## src/hw/rtl/atc_pkg.sv

```systemverilog
// Shared types, constants and helpers of the assembler token classifier.
package atc_pkg;

  // Fixed field widths
  localparam int CHAR_W    = 8;
  localparam int CFG_W     = 8;
  localparam int CFG_IDX_W = 3;
  localparam int MASK_W    = 11;
  localparam int NUM_W     = 64;
  localparam int SEL_W     = 16;

  // Queue between front and back
  localparam int Q_DEPTH = 2;
  localparam int Q_AW    = $clog2(Q_DEPTH);
  localparam int Q_CW    = $clog2(Q_DEPTH + 1);

  // Register indexes
  localparam logic [CFG_IDX_W-1:0] REG_IMM_PREFIX = 3'd0;
  localparam logic [CFG_IDX_W-1:0] REG_DIR_PREFIX = 3'd1;
  localparam logic [CFG_IDX_W-1:0] REG_LAB_PREFIX = 3'd2;
  localparam logic [CFG_IDX_W-1:0] REG_SEL_OPEN   = 3'd3;
  localparam logic [CFG_IDX_W-1:0] REG_SEL_CLOSE  = 3'd4;

  // Register reset values
  localparam logic [CFG_W-1:0] RST_IMM_PREFIX = 8'd35;  // '#'
  localparam logic [CFG_W-1:0] RST_DIR_PREFIX = 8'd46;  // '.'
  localparam logic [CFG_W-1:0] RST_LAB_PREFIX = 8'd58;  // ':'
  localparam logic [CFG_W-1:0] RST_SEL_OPEN   = 8'd91;  // '['
  localparam logic [CFG_W-1:0] RST_SEL_CLOSE  = 8'd93;  // ']'

  // Character codes
  localparam logic [CHAR_W-1:0] CH_ZERO  = 8'h30;
  localparam logic [CHAR_W-1:0] CH_NINE  = 8'h39;
  localparam logic [CHAR_W-1:0] CH_UA    = 8'h41;
  localparam logic [CHAR_W-1:0] CH_UF    = 8'h46;
  localparam logic [CHAR_W-1:0] CH_UZ    = 8'h5A;
  localparam logic [CHAR_W-1:0] CH_LA    = 8'h61;
  localparam logic [CHAR_W-1:0] CH_LF    = 8'h66;
  localparam logic [CHAR_W-1:0] CH_LZ    = 8'h7A;
  localparam logic [CHAR_W-1:0] CH_X     = 8'h78;
  localparam logic [CHAR_W-1:0] CH_UNDER = 8'h5F;
  localparam logic [CHAR_W-1:0] CH_MINUS = 8'h2D;
  localparam logic [CHAR_W-1:0] CH_PLUS  = 8'h2B;
  localparam logic [CHAR_W-1:0] CH_DOT   = 8'h2E;
  localparam logic [3:0]        HEX_TEN  = 4'd10;

  // Class mask bits
  localparam int CLS_TEXT      = 0;
  localparam int CLS_DECIMAL   = 1;
  localparam int CLS_HEX       = 2;
  localparam int CLS_NUMBER    = 3;
  localparam int CLS_IMMEDIATE = 4;
  localparam int CLS_DIRECTIVE = 5;
  localparam int CLS_LABEL     = 6;
  localparam int CLS_FILE      = 7;
  localparam int CLS_SELECT    = 8;
  localparam int CLS_BYTECONST = 9;
  localparam int CLS_BYTELABEL = 10;

  // Classified character word passed from front to back
  typedef struct packed {
    logic       tstart;   // letter or underscore
    logic       digit;
    logic       hexd;
    logic [3:0] nib;      // digit or hex digit value
    logic       zero;
    logic       ex;
    logic       minus;
    logic       plus;
    logic       dot;
    logic       imm;      // equals immediate prefix
    logic       dir;      // equals directive prefix
    logic       lab;      // equals label prefix
    logic       open;     // equals select open
    logic       close;    // equals select close
    logic       last;
  } word_t;

  // Number lane phase
  typedef enum logic [7:0] {
    PH_START  = 8'b0000_0001,
    PH_SIGNED = 8'b0000_0010,
    PH_ZERO   = 8'b0000_0100,
    PH_X      = 8'b0000_1000,
    PH_HEX    = 8'b0001_0000,
    PH_DEC    = 8'b0010_0000,
    PH_DEAD   = 8'b0100_0000,
    PH_WAIT   = 8'b1000_0000
  } phase_t;

  // File name recognizer state
  typedef enum logic [3:0] {
    FS_PRE  = 4'b0001,
    FS_V0   = 4'b0010,
    FS_V    = 4'b0100,
    FS_DEAD = 4'b1000
  } file_t;

  function automatic logic ph_number(phase_t p);
    return (p == PH_ZERO) || (p == PH_DEC) || (p == PH_HEX);
  endfunction

  function automatic logic ph_decimal(phase_t p);
    return (p == PH_ZERO) || (p == PH_DEC);
  endfunction

endpackage

```

## src/hw/rtl/atc_if.sv

```systemverilog
// Valid/ready channel interfaces for characters and classification results.
interface atc_char_if import atc_pkg::*; ();
  logic              valid;
  logic              ready;
  logic [CHAR_W-1:0] char_code;
  logic              end_of_token;

  modport source (output valid, output char_code, output end_of_token, input ready);
  modport sink   (input valid, input char_code, input end_of_token, output ready);
endinterface

interface atc_result_if import atc_pkg::*; ();
  logic              valid;
  logic              ready;
  logic [MASK_W-1:0] class_mask;
  logic [NUM_W-1:0]  number_value;
  logic [SEL_W-1:0]  select_index;
  logic              value_overflow;

  modport source (output valid, output class_mask, output number_value,
                  output select_index, output value_overflow, input ready);
  modport sink   (input valid, input class_mask, input number_value,
                  input select_index, input value_overflow, output ready);
endinterface

```

## src/hw/rtl/atc_front.sv

```systemverilog
// Front part: configuration registers and per-character classification.
module atc_front import atc_pkg::*; (
  input  logic                 clk,
  input  logic                 rst,
  atc_char_if.sink             chars,
  input  logic                 cfg_write,
  input  logic [CFG_IDX_W-1:0] cfg_index,
  input  logic [CFG_W-1:0]     cfg_data,
  input  logic                 q_ready,
  output logic                 push,
  output word_t                word
);

  logic [CFG_W-1:0]  imm_prefix, dir_prefix, lab_prefix, sel_open, sel_close;
  logic [CHAR_W-1:0] c;
  logic              is_up, is_low, is_hex_up, is_hex_low;

  // Configuration registers
  always_ff @(posedge clk) begin
    if (rst) begin
      imm_prefix <= RST_IMM_PREFIX;
      dir_prefix <= RST_DIR_PREFIX;
      lab_prefix <= RST_LAB_PREFIX;
      sel_open   <= RST_SEL_OPEN;
      sel_close  <= RST_SEL_CLOSE;
    end else if (cfg_write) begin
      case (cfg_index)
        REG_IMM_PREFIX: imm_prefix <= cfg_data;
        REG_DIR_PREFIX: dir_prefix <= cfg_data;
        REG_LAB_PREFIX: lab_prefix <= cfg_data;
        REG_SEL_OPEN:   sel_open   <= cfg_data;
        REG_SEL_CLOSE:  sel_close  <= cfg_data;
        default: ;
      endcase
    end
  end

  // Character classification
  always_comb begin
    c          = chars.char_code;
    is_up      = (c >= CH_UA) && (c <= CH_UZ);
    is_low     = (c >= CH_LA) && (c <= CH_LZ);
    is_hex_up  = (c >= CH_UA) && (c <= CH_UF);
    is_hex_low = (c >= CH_LA) && (c <= CH_LF);

    word        = '0;
    word.tstart = is_up || is_low || (c == CH_UNDER);
    word.digit  = (c >= CH_ZERO) && (c <= CH_NINE);
    word.hexd   = word.digit || is_hex_up || is_hex_low;
    if (word.digit) begin
      word.nib = 4'(c - CH_ZERO);
    end else if (is_hex_low) begin
      word.nib = 4'(c - CH_LA) + HEX_TEN;
    end else if (is_hex_up) begin
      word.nib = 4'(c - CH_UA) + HEX_TEN;
    end
    word.zero  = (c == CH_ZERO);
    word.ex    = (c == CH_X);
    word.minus = (c == CH_MINUS);
    word.plus  = (c == CH_PLUS);
    word.dot   = (c == CH_DOT);
    word.imm   = (c == imm_prefix);
    word.dir   = (c == dir_prefix);
    word.lab   = (c == lab_prefix);
    word.open  = (c == sel_open);
    word.close = (c == sel_close);
    word.last  = chars.end_of_token;
  end

  assign chars.ready = q_ready;
  assign push        = chars.valid && q_ready;

endmodule

```

## src/hw/rtl/atc_queue.sv

```systemverilog
// Short word queue between the front and the back part.
module atc_queue import atc_pkg::*; (
  input  logic  clk,
  input  logic  rst,
  input  logic  push,
  input  word_t push_word,
  output logic  q_ready,
  input  logic  pop,
  output logic  q_valid,
  output word_t q_word
);

  word_t            slots [Q_DEPTH];
  logic [Q_AW-1:0]  wr_ptr, rd_ptr;
  logic [Q_CW-1:0]  count;

  // Slot storage
  always_ff @(posedge clk) begin
    if (push) begin
      slots[wr_ptr] <= push_word;
    end
  end

  // Pointers and fill count
  always_ff @(posedge clk) begin
    if (rst) begin
      wr_ptr <= '0;
      rd_ptr <= '0;
      count  <= '0;
    end else begin
      if (push) begin
        wr_ptr <= (wr_ptr == Q_AW'(Q_DEPTH - 1)) ? '0 : wr_ptr + 1'b1;
      end
      if (pop) begin
        rd_ptr <= (rd_ptr == Q_AW'(Q_DEPTH - 1)) ? '0 : rd_ptr + 1'b1;
      end
      if (push && !pop) begin
        count <= count + 1'b1;
      end else if (pop && !push) begin
        count <= count - 1'b1;
      end
    end
  end

  assign q_ready = (count != Q_CW'(Q_DEPTH));
  assign q_valid = (count != '0);
  assign q_word  = slots[rd_ptr];

  a_count_bound: assert property (@(posedge clk) disable iff (rst)
    count <= Q_CW'(Q_DEPTH))
    else $error("queue count above depth");
  a_no_push_full: assert property (@(posedge clk) disable iff (rst)
    push |-> (count != Q_CW'(Q_DEPTH)))
    else $error("push into full queue");
  a_no_pop_empty: assert property (@(posedge clk) disable iff (rst)
    pop |-> (count != '0))
    else $error("pop from empty queue");

endmodule

```

## src/hw/rtl/atc_lane.sv

```systemverilog
// One number lane: sign, zero/hex/decimal phases and saturating accumulator.
module atc_lane import atc_pkg::*; #(
  parameter int             W     = 64,
  parameter logic [W-1:0]   LIMIT = '1
) (
  input  logic         clk,
  input  logic         rst,
  input  logic         step,
  input  logic         clear,
  input  phase_t       init,
  input  word_t        ch,
  output phase_t       phase,
  output phase_t       phase_next,
  output logic [W-1:0] mag,
  output logic [W-1:0] mag_next,
  output logic         neg_next,
  output logic         ovf,
  output logic         ovf_next
);

  logic         neg;
  logic         acc;
  logic [W:0]   lim;
  logic [W+4:0] prod_dec, prod_hex, prod;

  // Next phase and saturating multiply-add
  always_comb begin
    phase_next = phase;
    neg_next   = neg;
    acc        = 1'b0;
    lim        = (W+1)'(LIMIT) + (W+1)'(neg);
    prod_dec   = (W+5)'({mag, 3'b000}) + (W+5)'({mag, 1'b0}) + (W+5)'(ch.nib);
    prod_hex   = (W+5)'({mag, 4'b0000}) + (W+5)'(ch.nib);

    unique case (phase) inside
      PH_WAIT: begin
        phase_next = ch.imm ? PH_START : PH_DEAD;
      end
      PH_START, PH_SIGNED: begin
        if (phase == PH_START && ch.minus) begin
          neg_next   = 1'b1;
          phase_next = PH_SIGNED;
        end else if (phase == PH_START && ch.plus) begin
          phase_next = PH_SIGNED;
        end else if (ch.zero) begin
          phase_next = PH_ZERO;
        end else if (ch.digit) begin
          phase_next = PH_DEC;
          acc        = 1'b1;
        end else begin
          phase_next = PH_DEAD;
        end
      end
      PH_ZERO: begin
        phase_next = ch.ex ? PH_X : PH_DEAD;
      end
      PH_X, PH_HEX: begin
        if (ch.hexd) begin
          phase_next = PH_HEX;
          acc        = 1'b1;
        end else begin
          phase_next = PH_DEAD;
        end
      end
      PH_DEC: begin
        if (ch.digit) begin
          acc = 1'b1;
        end else begin
          phase_next = PH_DEAD;
        end
      end
      PH_DEAD: ;
      default: phase_next = phase;
    endcase

    prod     = ((phase == PH_X) || (phase == PH_HEX)) ? prod_hex : prod_dec;
    mag_next = mag;
    ovf_next = ovf;
    if (acc) begin
      if (prod > (W+5)'(lim)) begin
        mag_next = W'(lim);
        ovf_next = 1'b1;
      end else begin
        mag_next = W'(prod);
      end
    end
  end

  // Lane state
  always_ff @(posedge clk) begin
    if (rst || clear) begin
      phase <= init;
      mag   <= '0;
      neg   <= 1'b0;
      ovf   <= 1'b0;
    end else if (step) begin
      phase <= phase_next;
      mag   <= mag_next;
      neg   <= neg_next;
      ovf   <= ovf_next;
    end
  end

endmodule

```

## src/hw/rtl/atc_back.sv

```systemverilog
// Back part: recognizers per token, result assembly and output stages.
module atc_back import atc_pkg::*; #(
  parameter int VALUE_WIDTH = 64,
  parameter int INDEX_WIDTH = 16
) (
  input  logic       clk,
  input  logic       rst,
  input  logic       q_valid,
  input  word_t      q_word,
  output logic       pop,
  atc_result_if.source results
);

  localparam logic [VALUE_WIDTH-1:0] VAL_LIMIT = {1'b0, {(VALUE_WIDTH-1){1'b1}}};
  localparam logic [INDEX_WIDTH-1:0] IDX_LIMIT = {INDEX_WIDTH{1'b1}};

  // Per-token recognizer state
  logic [7:0] pos;
  logic       al_text, al_dir, al_lab;
  file_t      file_st, file_n;
  logic       split_seen, split_sel, split_bc, split_bl;

  logic       text_n, dir_n, lab_n, tcont, pos_zero, dl_ok;
  logic       done, body_hit, sel, bc, bl;
  logic       s1_ready, s2_ready;

  // Lane views
  phase_t                 num_ph_n, imm_ph_n, uns_ph_n, body_ph;
  logic [VALUE_WIDTH-1:0] num_mag_n, imm_mag_n;
  logic                   num_neg_n, imm_neg_n, num_ovf_n, imm_ovf_n;
  logic [INDEX_WIDTH-1:0] body_mag;
  logic                   body_ovf;

  // Assembled result
  logic [MASK_W-1:0]      mask_r;
  logic [VALUE_WIDTH-1:0] mag_r;
  logic                   neg_r, ovf_r;
  logic [INDEX_WIDTH-1:0] idx_r;

  // Output stage 1: raw result
  logic                   v1;
  logic [MASK_W-1:0]      mask1;
  logic [VALUE_WIDTH-1:0] mag1;
  logic                   neg1, ovf1;
  logic [INDEX_WIDTH-1:0] idx1;

  // Output stage 2: final word
  logic                   v2;
  logic [MASK_W-1:0]      mask2;
  logic [NUM_W-1:0]       value2;
  logic [SEL_W-1:0]       idx2;
  logic                   ovf2;

  assign s2_ready = !v2 || results.ready;
  assign s1_ready = !v1 || s2_ready;
  assign pop      = q_valid && (!q_word.last || s1_ready);
  assign done     = pop && q_word.last;

  // Number lanes: signed number, immediate, unsigned, bracket body
  atc_lane #(.W(VALUE_WIDTH), .LIMIT(VAL_LIMIT)) u_num (
    .clk, .rst, .step(pop), .clear(done), .init(PH_START), .ch(q_word),
    .phase(), .phase_next(num_ph_n), .mag(), .mag_next(num_mag_n),
    .neg_next(num_neg_n), .ovf(), .ovf_next(num_ovf_n)
  );

  atc_lane #(.W(VALUE_WIDTH), .LIMIT(VAL_LIMIT)) u_imm (
    .clk, .rst, .step(pop), .clear(done), .init(PH_WAIT), .ch(q_word),
    .phase(), .phase_next(imm_ph_n), .mag(), .mag_next(imm_mag_n),
    .neg_next(imm_neg_n), .ovf(), .ovf_next(imm_ovf_n)
  );

  atc_lane #(.W(VALUE_WIDTH), .LIMIT(VAL_LIMIT)) u_uns (
    .clk, .rst, .step(pop), .clear(done), .init(PH_SIGNED), .ch(q_word),
    .phase(), .phase_next(uns_ph_n), .mag(), .mag_next(),
    .neg_next(), .ovf(), .ovf_next()
  );

  atc_lane #(.W(INDEX_WIDTH), .LIMIT(IDX_LIMIT)) u_body (
    .clk, .rst, .step(pop && split_seen), .clear(done), .init(PH_SIGNED), .ch(q_word),
    .phase(body_ph), .phase_next(), .mag(body_mag), .mag_next(),
    .neg_next(), .ovf(body_ovf), .ovf_next()
  );

  // Text, directive, label and file recognizers
  always_comb begin
    tcont    = q_word.tstart || q_word.digit;
    pos_zero = (pos == '0);
    dl_ok    = (pos == 8'd1) ? q_word.tstart : tcont;
    text_n   = al_text && (pos_zero ? q_word.tstart : tcont);
    dir_n    = al_dir  && (pos_zero ? q_word.dir : dl_ok);
    lab_n    = al_lab  && (pos_zero ? q_word.lab : dl_ok);

    file_n = file_st;
    unique case (file_st)
      FS_PRE:  if (q_word.dot) file_n = (al_text && !pos_zero) ? FS_V0 : FS_DEAD;
      FS_V0:   file_n = q_word.tstart ? FS_V : FS_DEAD;
      FS_V:    if (!tcont) file_n = FS_DEAD;
      FS_DEAD: ;
      default: file_n = file_st;
    endcase
  end

  // Result assembly on the last character
  always_comb begin
    body_hit = split_seen && ph_decimal(body_ph) && q_word.close;
    sel      = body_hit && split_sel;
    bc       = body_hit && split_bc;
    bl       = body_hit && split_bl;

    mask_r                = '0;
    mask_r[CLS_TEXT]      = text_n;
    mask_r[CLS_DECIMAL]   = ph_decimal(uns_ph_n);
    mask_r[CLS_HEX]       = (uns_ph_n == PH_HEX);
    mask_r[CLS_NUMBER]    = ph_number(num_ph_n);
    mask_r[CLS_IMMEDIATE] = ph_number(imm_ph_n);
    mask_r[CLS_DIRECTIVE] = dir_n && !pos_zero;
    mask_r[CLS_LABEL]     = lab_n && !pos_zero;
    mask_r[CLS_FILE]      = (file_n == FS_V);
    mask_r[CLS_SELECT]    = sel;
    mask_r[CLS_BYTECONST] = bc;
    mask_r[CLS_BYTELABEL] = bl;

    mag_r = '0;
    neg_r = 1'b0;
    ovf_r = 1'b0;
    if (ph_number(num_ph_n)) begin
      mag_r = num_mag_n;
      neg_r = num_neg_n;
      ovf_r = num_ovf_n;
    end else if (ph_number(imm_ph_n)) begin
      mag_r = imm_mag_n;
      neg_r = imm_neg_n;
      ovf_r = imm_ovf_n;
    end

    idx_r = '0;
    if (sel || bc || bl) begin
      idx_r = body_mag;
      ovf_r = ovf_r || body_ovf;
    end
  end

  // Recognizer state update, cleared after each token
  always_ff @(posedge clk) begin
    if (rst || done) begin
      pos        <= '0;
      al_text    <= 1'b1;
      al_dir     <= 1'b1;
      al_lab     <= 1'b1;
      file_st    <= FS_PRE;
      split_seen <= 1'b0;
      split_sel  <= 1'b0;
      split_bc   <= 1'b0;
      split_bl   <= 1'b0;
    end else if (pop) begin
      if (pos != 8'hFF) begin
        pos <= pos + 8'd1;
      end
      al_text <= text_n;
      al_dir  <= dir_n;
      al_lab  <= lab_n;
      file_st <= file_n;
      // split at the first select open
      if (!split_seen && q_word.open) begin
        split_seen <= 1'b1;
        split_sel  <= pos_zero;
        split_bc   <= al_text && !pos_zero;
        split_bl   <= al_lab && (pos >= 8'd2);
      end
    end
  end

  // Output stage valid bits
  always_ff @(posedge clk) begin
    if (rst) begin
      v1 <= 1'b0;
      v2 <= 1'b0;
    end else begin
      if (done) begin
        v1 <= 1'b1;
      end else if (s2_ready) begin
        v1 <= 1'b0;
      end
      if (s2_ready) begin
        v2 <= v1;
      end
    end
  end

  // Output stage payloads; sign applied in stage 2
  always_ff @(posedge clk) begin
    if (done) begin
      mask1 <= mask_r;
      mag1  <= mag_r;
      neg1  <= neg_r;
      ovf1  <= ovf_r;
      idx1  <= idx_r;
    end
    if (s2_ready && v1) begin
      mask2  <= mask1;
      value2 <= neg1 ? (NUM_W'(0) - NUM_W'(mag1)) : NUM_W'(mag1);
      idx2   <= SEL_W'(idx1);
      ovf2   <= ovf1;
    end
  end

  assign results.valid          = v2;
  assign results.class_mask     = mask2;
  assign results.number_value   = value2;
  assign results.select_index   = idx2;
  assign results.value_overflow = ovf2;

  a_pos_cleared: assert property (@(posedge clk) disable iff (rst)
    done |=> (pos == '0) && !split_seen)
    else $error("token state not cleared after last character");
  a_split_flags: assert property (@(posedge clk) disable iff (rst)
    !split_seen |-> !(split_sel || split_bc || split_bl))
    else $error("select split flags set without a split");
  a_index_zero: assert property (@(posedge clk) disable iff (rst)
    (v1 && !mask1[CLS_SELECT] && !mask1[CLS_BYTECONST] && !mask1[CLS_BYTELABEL])
      |-> (idx1 == '0))
    else $error("select index without a select class");
  a_pop_valid: assert property (@(posedge clk) disable iff (rst)
    pop |-> q_valid)
    else $error("pop without a queued word");

endmodule

```

## src/hw/rtl/assembler_token_classifier.sv

```systemverilog
// Assembler token classifier: characters in, one class word per token out.
//
// Channels: "chars" takes one character word per handshake (char_code and
// end_of_token on the last character of a token). "results" gives one word
// per token: class_mask, number_value, select_index and value_overflow.
// The cfg_write / cfg_index / cfg_data port sets the five prefix and bracket
// characters; write only while no token is in flight.
// Throughput: one character per cycle while the result stages are not stalled.
// Each character updates the back part's number lanes, a multiply by ten or
// sixteen (shift and add) with a saturating compare in each number lane.
// With the queue empty, once the last character is accepted the result word
// passes the queue slot, the result stage and the output stage in that order
// before it turns valid.
// Reset (rst, synchronous): registers return to '#', '.', ':', '[' and ']',
// the queue empties and all per-token state clears.
// When the receiver stalls, two finished results are held in the output
// stages, characters of the next token keep flowing, and chars.ready drops
// once the two-word queue is full behind a pending last character.
module assembler_token_classifier import atc_pkg::*; #(
  parameter int VALUE_WIDTH = 64,
  parameter int INDEX_WIDTH = 16
) (
  input  logic                 clk,
  input  logic                 rst,
  atc_char_if.sink             chars,
  atc_result_if.source         results,
  input  logic                 cfg_write,
  input  logic [CFG_IDX_W-1:0] cfg_index,
  input  logic [CFG_W-1:0]     cfg_data
);

  logic  q_ready, push, pop, q_valid;
  word_t push_word, q_word;

  atc_front u_front (
    .clk, .rst, .chars, .cfg_write, .cfg_index, .cfg_data,
    .q_ready, .push, .word(push_word)
  );

  atc_queue u_queue (
    .clk, .rst, .push, .push_word, .q_ready, .pop, .q_valid, .q_word
  );

  atc_back #(.VALUE_WIDTH(VALUE_WIDTH), .INDEX_WIDTH(INDEX_WIDTH)) u_back (
    .clk, .rst, .q_valid, .q_word, .pop, .results
  );

endmodule
```

## src/flat_wrapper.sv

```systemverilog
// flat-port wrapper written by rule: the top's interface ports become plain ports
module assembler_token_classifier_flat import atc_pkg::*;
#(
  parameter int VALUE_WIDTH = 64,
  parameter int INDEX_WIDTH = 16
)
  (clk, rst, cfg_write, cfg_index, cfg_data, chars_valid, chars_char_code, chars_end_of_token, chars_ready, results_valid, results_class_mask, results_number_value, results_select_index, results_value_overflow, results_ready);
  atc_char_if chars_i ();
  atc_result_if results_i ();
  input  logic clk;
  input  logic rst;
  input  logic cfg_write;
  input  logic [CFG_IDX_W-1:0] cfg_index;
  input  logic [CFG_W-1:0] cfg_data;
  input wire logic [$bits(chars_i.valid)-1:0] chars_valid;
  input wire logic [$bits(chars_i.char_code)-1:0] chars_char_code;
  input wire logic [$bits(chars_i.end_of_token)-1:0] chars_end_of_token;
  output wire logic [$bits(chars_i.ready)-1:0] chars_ready;
  output wire logic [$bits(results_i.valid)-1:0] results_valid;
  output wire logic [$bits(results_i.class_mask)-1:0] results_class_mask;
  output wire logic [$bits(results_i.number_value)-1:0] results_number_value;
  output wire logic [$bits(results_i.select_index)-1:0] results_select_index;
  output wire logic [$bits(results_i.value_overflow)-1:0] results_value_overflow;
  input wire logic [$bits(results_i.ready)-1:0] results_ready;
  assign chars_i.valid = chars_valid;
  assign chars_i.char_code = chars_char_code;
  assign chars_i.end_of_token = chars_end_of_token;
  assign chars_ready = chars_i.ready;
  assign results_valid = results_i.valid;
  assign results_class_mask = results_i.class_mask;
  assign results_number_value = results_i.number_value;
  assign results_select_index = results_i.select_index;
  assign results_value_overflow = results_i.value_overflow;
  assign results_i.ready = results_ready;
  assembler_token_classifier #(.VALUE_WIDTH(VALUE_WIDTH), .INDEX_WIDTH(INDEX_WIDTH)) u_core (.clk(clk), .rst(rst), .chars(chars_i), .results(results_i), .cfg_write(cfg_write), .cfg_index(cfg_index), .cfg_data(cfg_data));
endmodule
```

## config.mk

```make
export PLATFORM = sky130hd
export DESIGN_NAME = assembler_token_classifier_flat
export DESIGN_NICKNAME = d
export VERILOG_FILES = /design/src/hw/rtl/atc_pkg.sv /design/src/hw/rtl/atc_if.sv /design/src/hw/rtl/atc_front.sv /design/src/hw/rtl/atc_queue.sv /design/src/hw/rtl/atc_lane.sv /design/src/hw/rtl/atc_back.sv /design/src/hw/rtl/assembler_token_classifier.sv /design/src/flat_wrapper.sv
export SDC_FILE = /design/constraint.sdc
export NUM_CORES = 2
export LEC_CHECK = 0
export ABC_AREA = 1
export BUFFER_PORTS_ARGS = -buffer_cell sky130_fd_sc_hd__buf_2
export CORE_UTILIZATION = 40
export CTS_BUF_LIST = sky130_fd_sc_hd__clkbuf_16
export DETAILED_ROUTE_END_ITERATION = 10
export PLACE_DENSITY_LB_ADDON = 0.1
export SLEW_MARGIN = 30
export SYNTH_ARGS = -nofsm -noshare
export SYNTH_HDL_FRONTEND = slang
export SYNTH_HIERARCHICAL = 1
export SYNTH_SLANG_ARGS = --single-unit
```

## constraint.sdc

```tcl
create_clock -name clk -period 9.7 [get_ports clk]
set_clock_uncertainty 0.1 [all_clocks]
set_input_delay 0.97 -clock clk [delete_from_list [all_inputs] [get_ports clk]]
set_output_delay 0.97 -clock clk [all_outputs]
set_load 0.02 [all_outputs]
```

==> Word-level counts from Yosys, hierarchy flattened <==
Memories as Yosys holds them, arrays and structs flattened. A register that Yosys moved wholly into a read port is not among the register bits.
Index checks and enable logic that the tools add are counted.
{ "classes": {"n_lt_le_gt_ge": 12, "eq_ne": 60, "muxes": 79, "n_reduce_logical": 86, "n_addsub": 23} }
{ "ops": {"columns": ["operator", "n"], "rows": [
  ["64-bit 2-to-1 mux", 7],
  ["8-bit one-hot mux with 5 select lines", 4],
  ["68-bit by 4-bit adder with 69-bit output", 2],
  ["69-bit by 4-bit adder with 69-bit output", 2],
  ["69-bit by 64-bit > comparator with 1-bit output", 2],
  ["69-bit 2-to-1 mux", 2],
  ["67-bit by 65-bit adder with 68-bit output", 2],
  ["63-bit by 1-bit adder with 64-bit output (first input constant)", 2],
  ["8-bit 2-to-1 mux", 13],
  ["8-bit by 6-bit equality test with 1-bit output (second input constant)", 11],
  ["1-bit by 64-bit subtractor with 64-bit output (first input constant)", 1],
  ["8-bit by 3-bit equality test with 1-bit output (second input constant)", 7],
  ["8-bit by 5-bit equality test with 1-bit output (second input constant)", 7],
  ["8-bit by 1-bit equality test with 1-bit output (second input constant)", 5],
  ["8-bit equality test", 5],
  ["1-bit 2-to-1 mux", 34],
  ["1-bit logical AND", 33],
  ["8-bit by 2-bit equality test with 1-bit output (second input constant)", 4],
  ["8-bit by 4-bit equality test with 1-bit output (second input constant)", 4],
  ["8-bit equality test (second input constant)", 4],
  ["8-bit by 7-bit less-or-equal comparator with 1-bit output (second input constant)", 4],
  ["4-bit 2-to-1 mux", 7],
  ["7-bit 2-to-1 mux", 4],
  ["20-bit by 4-bit adder with 21-bit output", 1],
  ["other kinds (37)", 93]
]} }
{ "totals": {"memories": 1, "ram_bits": 36, "elab_cells": 302, "out_inout_bits": 94, "reg_bits": 432, "inputBits": 25} }
{ "memory_table": {"columns": ["memory", "words", "width", "read_ports", "rd_clocked_by_memory_dff", "wr", "line", "rtl"], "rows": [
  ["u_core.u_queue.slots", 2, 18, 1, 1, 1, "atc_queue.sv:13", "word_t slots [Q_DEPTH];"]
]} }

==> Depth between registers and ports, before layout <==
{ "depth": {"ltp_word": 12, "depth_mapped": 47, "depth_no_buf": 45} }

==> Modules after synthesis <==
The synthesis kept the hierarchy.
{ "by_module_without_submodules": {"columns": ["module", "cells_each", "seq_area_each_um2", "instances", "area_per_inst_um2"], "rows": [
  ["atc_lane at u_core.u_back.u_num", 2135, 1561.5, 1, 12804.8],
  ["atc_lane at u_core.u_back.u_imm", 2142, 1561.5, 1, 12623.4],
  ["atc_lane at u_core.u_back.u_uns", 2127, 1561.5, 1, 12614.6],
  ["atc_back", 1008, 5975.7, 1, 10169.8],
  ["atc_lane at u_core.u_back.u_body", 565, 600.6, 1, 3548.4],
  ["atc_front", 338, 800.8, 1, 2434.8],
  ["atc_queue", 89, 1181.1, 1, 1579.0]
]} }

==> Least setup slack after synthesis <==
Ideal clock, no wire load.
{ "synth_path": {"kind": "register -> register", "from": "reg with a tool-made name", "to": "reg u_core.u_back.mag1[20], data pin", "period_less_slack_ns": 5.641, "n_path_buf": 3, "slack_ns": 4.059, "required_time_ns": 9.344, "stages_incl_launch_ff": 38, "t_arrival_ns": 5.285, "setup_time_ns": 0.256, "cell_sequence": "dfxtp_1 -> buf_6 -> mux2_2 -> fa_1 -> inv_1 -> fa_1 -> o21ai_4 -> a21oi_2 -> o21ai_0 -> a21oi_1 -> o211ai_1 -> nand3_1 -> nand2_1 -> inv_1 -> ha_1 -> nand2_1 -> nor2_1 -> nand2_1 -> [... 2 more ...] -> nor2_1 -> nor2_1 -> nand2_1 -> nand2_1 -> nand2_1 -> nand2_1 -> nand2_1 -> nand2_1 -> nand2_1 -> nand2_1 -> nand2_1 -> nand2_1 -> buf_2 -> clkbuf_1 -> nand3_1 -> nand3_1 -> and2_1 -> a22o_1"} }
{ "synth_rtl": {"columns": ["item", "line", "rtl"], "rows": [
  ["end signal: assignment", "atc_back.sv:194", "mag1 <= mag_r;"],
  ["end: declaration", "atc_back.sv:43", "logic [VALUE_WIDTH-1:0] mag1;"]
]} }

==> run_results.csv <==
group,metric,value,unit
timing,final_max_slew_viol_count,0,
timing,achievable-frequency,0.131,GHz
clocking,cts.root.buffer_cell,"sky130_fd_sc_hd__clkbuf_16",
timing,tightest_slew,1.00,ns
detailed_routing,drt-wirelength-per-cell,20.1,um
pwr,netSwitchingFraction,41.8,%
pwr,p_total,0.00785,W
global_route,grt_usage,27.8,%
detailed_routing,num_vias,42500,
floorplanning,fp.coreArea,108000,um^2
cells_and_area,multiInputGateArea,28000,um^2
global_route,grt_overflow,0,
timing,final_layout_setup_total_negative_slack,0,ns
timing,hold_viol,0,
floorplanning,io-pin-count,119,
critical_path,crit_path_frequent_cell,"sky130_fd_sc_hd__nand3_1",
timing,fin_crit,7.65,ns
detailed_routing,postRouteWirelength,158000,um
timing,final.period_utilization,78.9,%
worst_hold_path,min-delay-path-class,"flop to flop",
timing,worst_slew_margin_rel,33.3,%
timing,setup_viol_count_final,0,
run,maxCapViolations,0,
run_status,status,"finished, final reports clean",
cells_and_area,area_growth_syn_to_layout,7.97,%
clocking,worst_skew_pair_latency,0.65,ns
global_route,routing_usage_on_met1,37.0,%
cells_and_area,drive_above_1_share,9.03,%
clocking,worst_setup_hold_path_clk_slew,0.06,ns
global_route,grt_busiest_layer,"met2",
synth,synth-warning-count,6,
pwr,pwr-share-seq,36.4,%
pwr,power-per-cell-area,166,nW/um^2
pwr,clock_power_share,26.9,%
detailed_routing,via_density_per_instance,5.40,
critical_path,worstPathMaxFanout,53,
placement,place.gp.congestion,0.961,
critical_path,worst_setup_path_start_kind,"flop",
global_route,antenna_violations_before_repair,3,
pwr,share_comb_of_total_power,36.7,%
critical_path,required_arrival_time_at_the_worst_endpoint,9.96,ns
cells_and_area,sequential_cell_area,11900,um^2
global_route,grt_start_max_net_pins,92,
floorplanning,die_area,111000,um^2
clocking,post_cts.repair.setup_buffers,0,
pwr,power_leakage,22.5,nW
placement,detailed_place_hpwl,122000,um
synth,avgSynthCellArea,6.87,um^2
floorplanning,floorplan_die_height,332,um
cells_and_area,final.fill_count,11400,
timing,worst_slack,2.05,ns
clocking,cts_tree,"built",
pwr,internal_power,0.00457,W
detailed_routing,dr.first_iter.drc_count,3794,
pwr,p_sw,0.00328,W
detailed_routing,drtPass1Iterations,8,
critical_path,worst-endpoint-arrival,7.92,ns
clocking,cts_made_buffers,55,
placement,preCtsSetupSlack,2.23,ns
critical_path,end_kind,"flop",
cells_and_area,fin_nets,6877,
global_route,grt_pass1_vias,39600,
pwr,max-vdd-ir-drop,204,uV
global_route,grt_util_met3,3.13,%
detailed_routing,route.detailed.drc,0,
clocking,cts.path.max_buffers,3,
clocking,cts_resized,0,
cells_and_area,final_core_util,43.8,%
clocking,holdBufCountCts,0,
floorplanning,die_width,332,um
placement,io_buffer_count,118,
floorplanning,floorplan.rows,120,
synth,syn-cell-area,43700,um^2
clocking,clock_tree.htree_level_count,2,
clocking,clkSinkCount,469,
detailed_routing,drtAntennaViolNets,0,
synth,synthesis.instances,6358,
critical_path,worst-setup-path-type,"flop to flop",
floorplanning,start_util,40.6,%
critical_path,crit_path_max_incr_delay,0.61,ns
global_route,first_pass_grt_wire_length,238000,um
global_route,global_route.usage.met2,46.4,%
critical_path,worst_path_max_delay_cell,"sky130_fd_sc_hd__fa_1",
timing,unrepaired_setup_endpoints_after_global_routing,"false",
==> path summary, 6_finish.rpt <==
| check | from | to | slack [ns] | cells past startpoint |
|---|---|---|---|---|
| max | flop | u_core/u_back/mag1[33] | 2.05 | 31 |
| min reg2reg | u_core/u_back/mask1[3] | u_core/u_back/results.class_mask[3] | 0.31 | 0 |
| min | u_core/u_back/mask1[3] | u_core/u_back/results.class_mask[3] | 0.31 | 0 |
| max reg2reg | flop | u_core/u_back/mag1[33] | 2.05 | 31 |
==> metrics by stage <==
stage,hold WS [ns],instances,area [um^2]
final,0.315,7857,47200
after global routing,0.323,7856,47200
after CTS,0.317,7855,47100
after detailed placement,0.305,7751,45300
after global placement,0.302,7750,45300
after floorplan,0.300,6388,43800
==> layout by cell type (no fill, tap or decap), types with 74 or more instances in the layout <==
master	instances
sky130_fd_sc_hd__dfxtp_1	214
sky130_fd_sc_hd__nand3_1	621
sky130_fd_sc_hd__edfxtp_1	253
sky130_fd_sc_hd__inv_1	672
sky130_fd_sc_hd__a31oi_1	74
sky130_fd_sc_hd__nor2_1	756
sky130_fd_sc_hd__ha_1	440
sky130_fd_sc_hd__or2_2	87
sky130_fd_sc_hd__and2_1	86
sky130_fd_sc_hd__nand2_1	1563
sky130_fd_sc_hd__a21oi_1	316
sky130_fd_sc_hd__xnor2_1	81
sky130_fd_sc_hd__buf_2	118
sky130_fd_sc_hd__o21ai_0	286
==> state kept, by name, summed over array words and instances (netlist names), 2 cells and up, named ones only <==
| signal | count |
|---|---|
| u_core/u_back/u_imm/phase | 8 |
| u_core/u_back/results.number_value | 64 |
| u_core/u_queue/slots | 36 |
| u_core/u_back/results.select_index | 16 |
| u_core/u_back/u_body/phase | 8 |
| u_core/u_front/dir_prefix | 8 |
| u_core/u_queue/count | 2 |
| u_core/u_back/mag1 | 64 |
| u_core/u_back/pos | 8 |
| u_core/u_back/file_st | 4 |
| u_core/u_back/idx1 | 16 |
| u_core/u_front/sel_open | 8 |
| u_core/u_back/u_uns/phase | 8 |
| u_core/u_back/results.class_mask | 11 |
| u_core/u_back/u_body/mag | 16 |
| u_core/u_back/u_imm/mag | 64 |
| u_core/u_front/sel_close | 8 |
| u_core/u_front/lab_prefix | 8 |
| u_core/u_back/u_num/phase | 8 |
| u_core/u_front/imm_prefix | 8 |
| u_core/u_back/u_num/mag | 64 |
| u_core/u_back/mask1 | 11 |
==> power by group through the flow <==
stage,sequential [W],clock [W],combinational [W]
finish,0.00286,0.00211,0.00288
global route,0.00289,0.00223,0.00316
CTS,0.00286,0.00216,0.00287
detailed placement,0.00289,0,0.00286
global placement,0.00289,0,0.00284
floorplan,0.00290,0,0.00189
==> metal layers <==
layer | up-vias | wire (um)
li1 | 21200 | -
met1 | 19800 | 69400
met2 | 1241 | 72800
met3 | 211 | 9740
met4 | 0 | 5970
met5 | - | 0
==> final cells by class <==
class / count / area share [%]
tap: 1403 / 3.72
antenna: 1 / 0.00531
inverter: 730 / 5.83
clock buffer: 56 / 2.97
sequential: 469 / 25.3
multi-input combinational: 5003 / 59.5
clock inverter: 48 / 0.902
timing repair buffer: 147 / 1.82
==> critical path, delay by kind of cell, from the launching register on <==
kind                     cells  cell delay [ns]
flip-flops                   1             0.37
buffers and inverters        6             1.22
multiplexers                 1             0.52
AND/OR/NAND/NOR             18             3.03
AO/OA/AOI/OAI                3             0.82
adder cells (fa/ha/maj)      3             1.29
(Power assumes the default switching activity.)
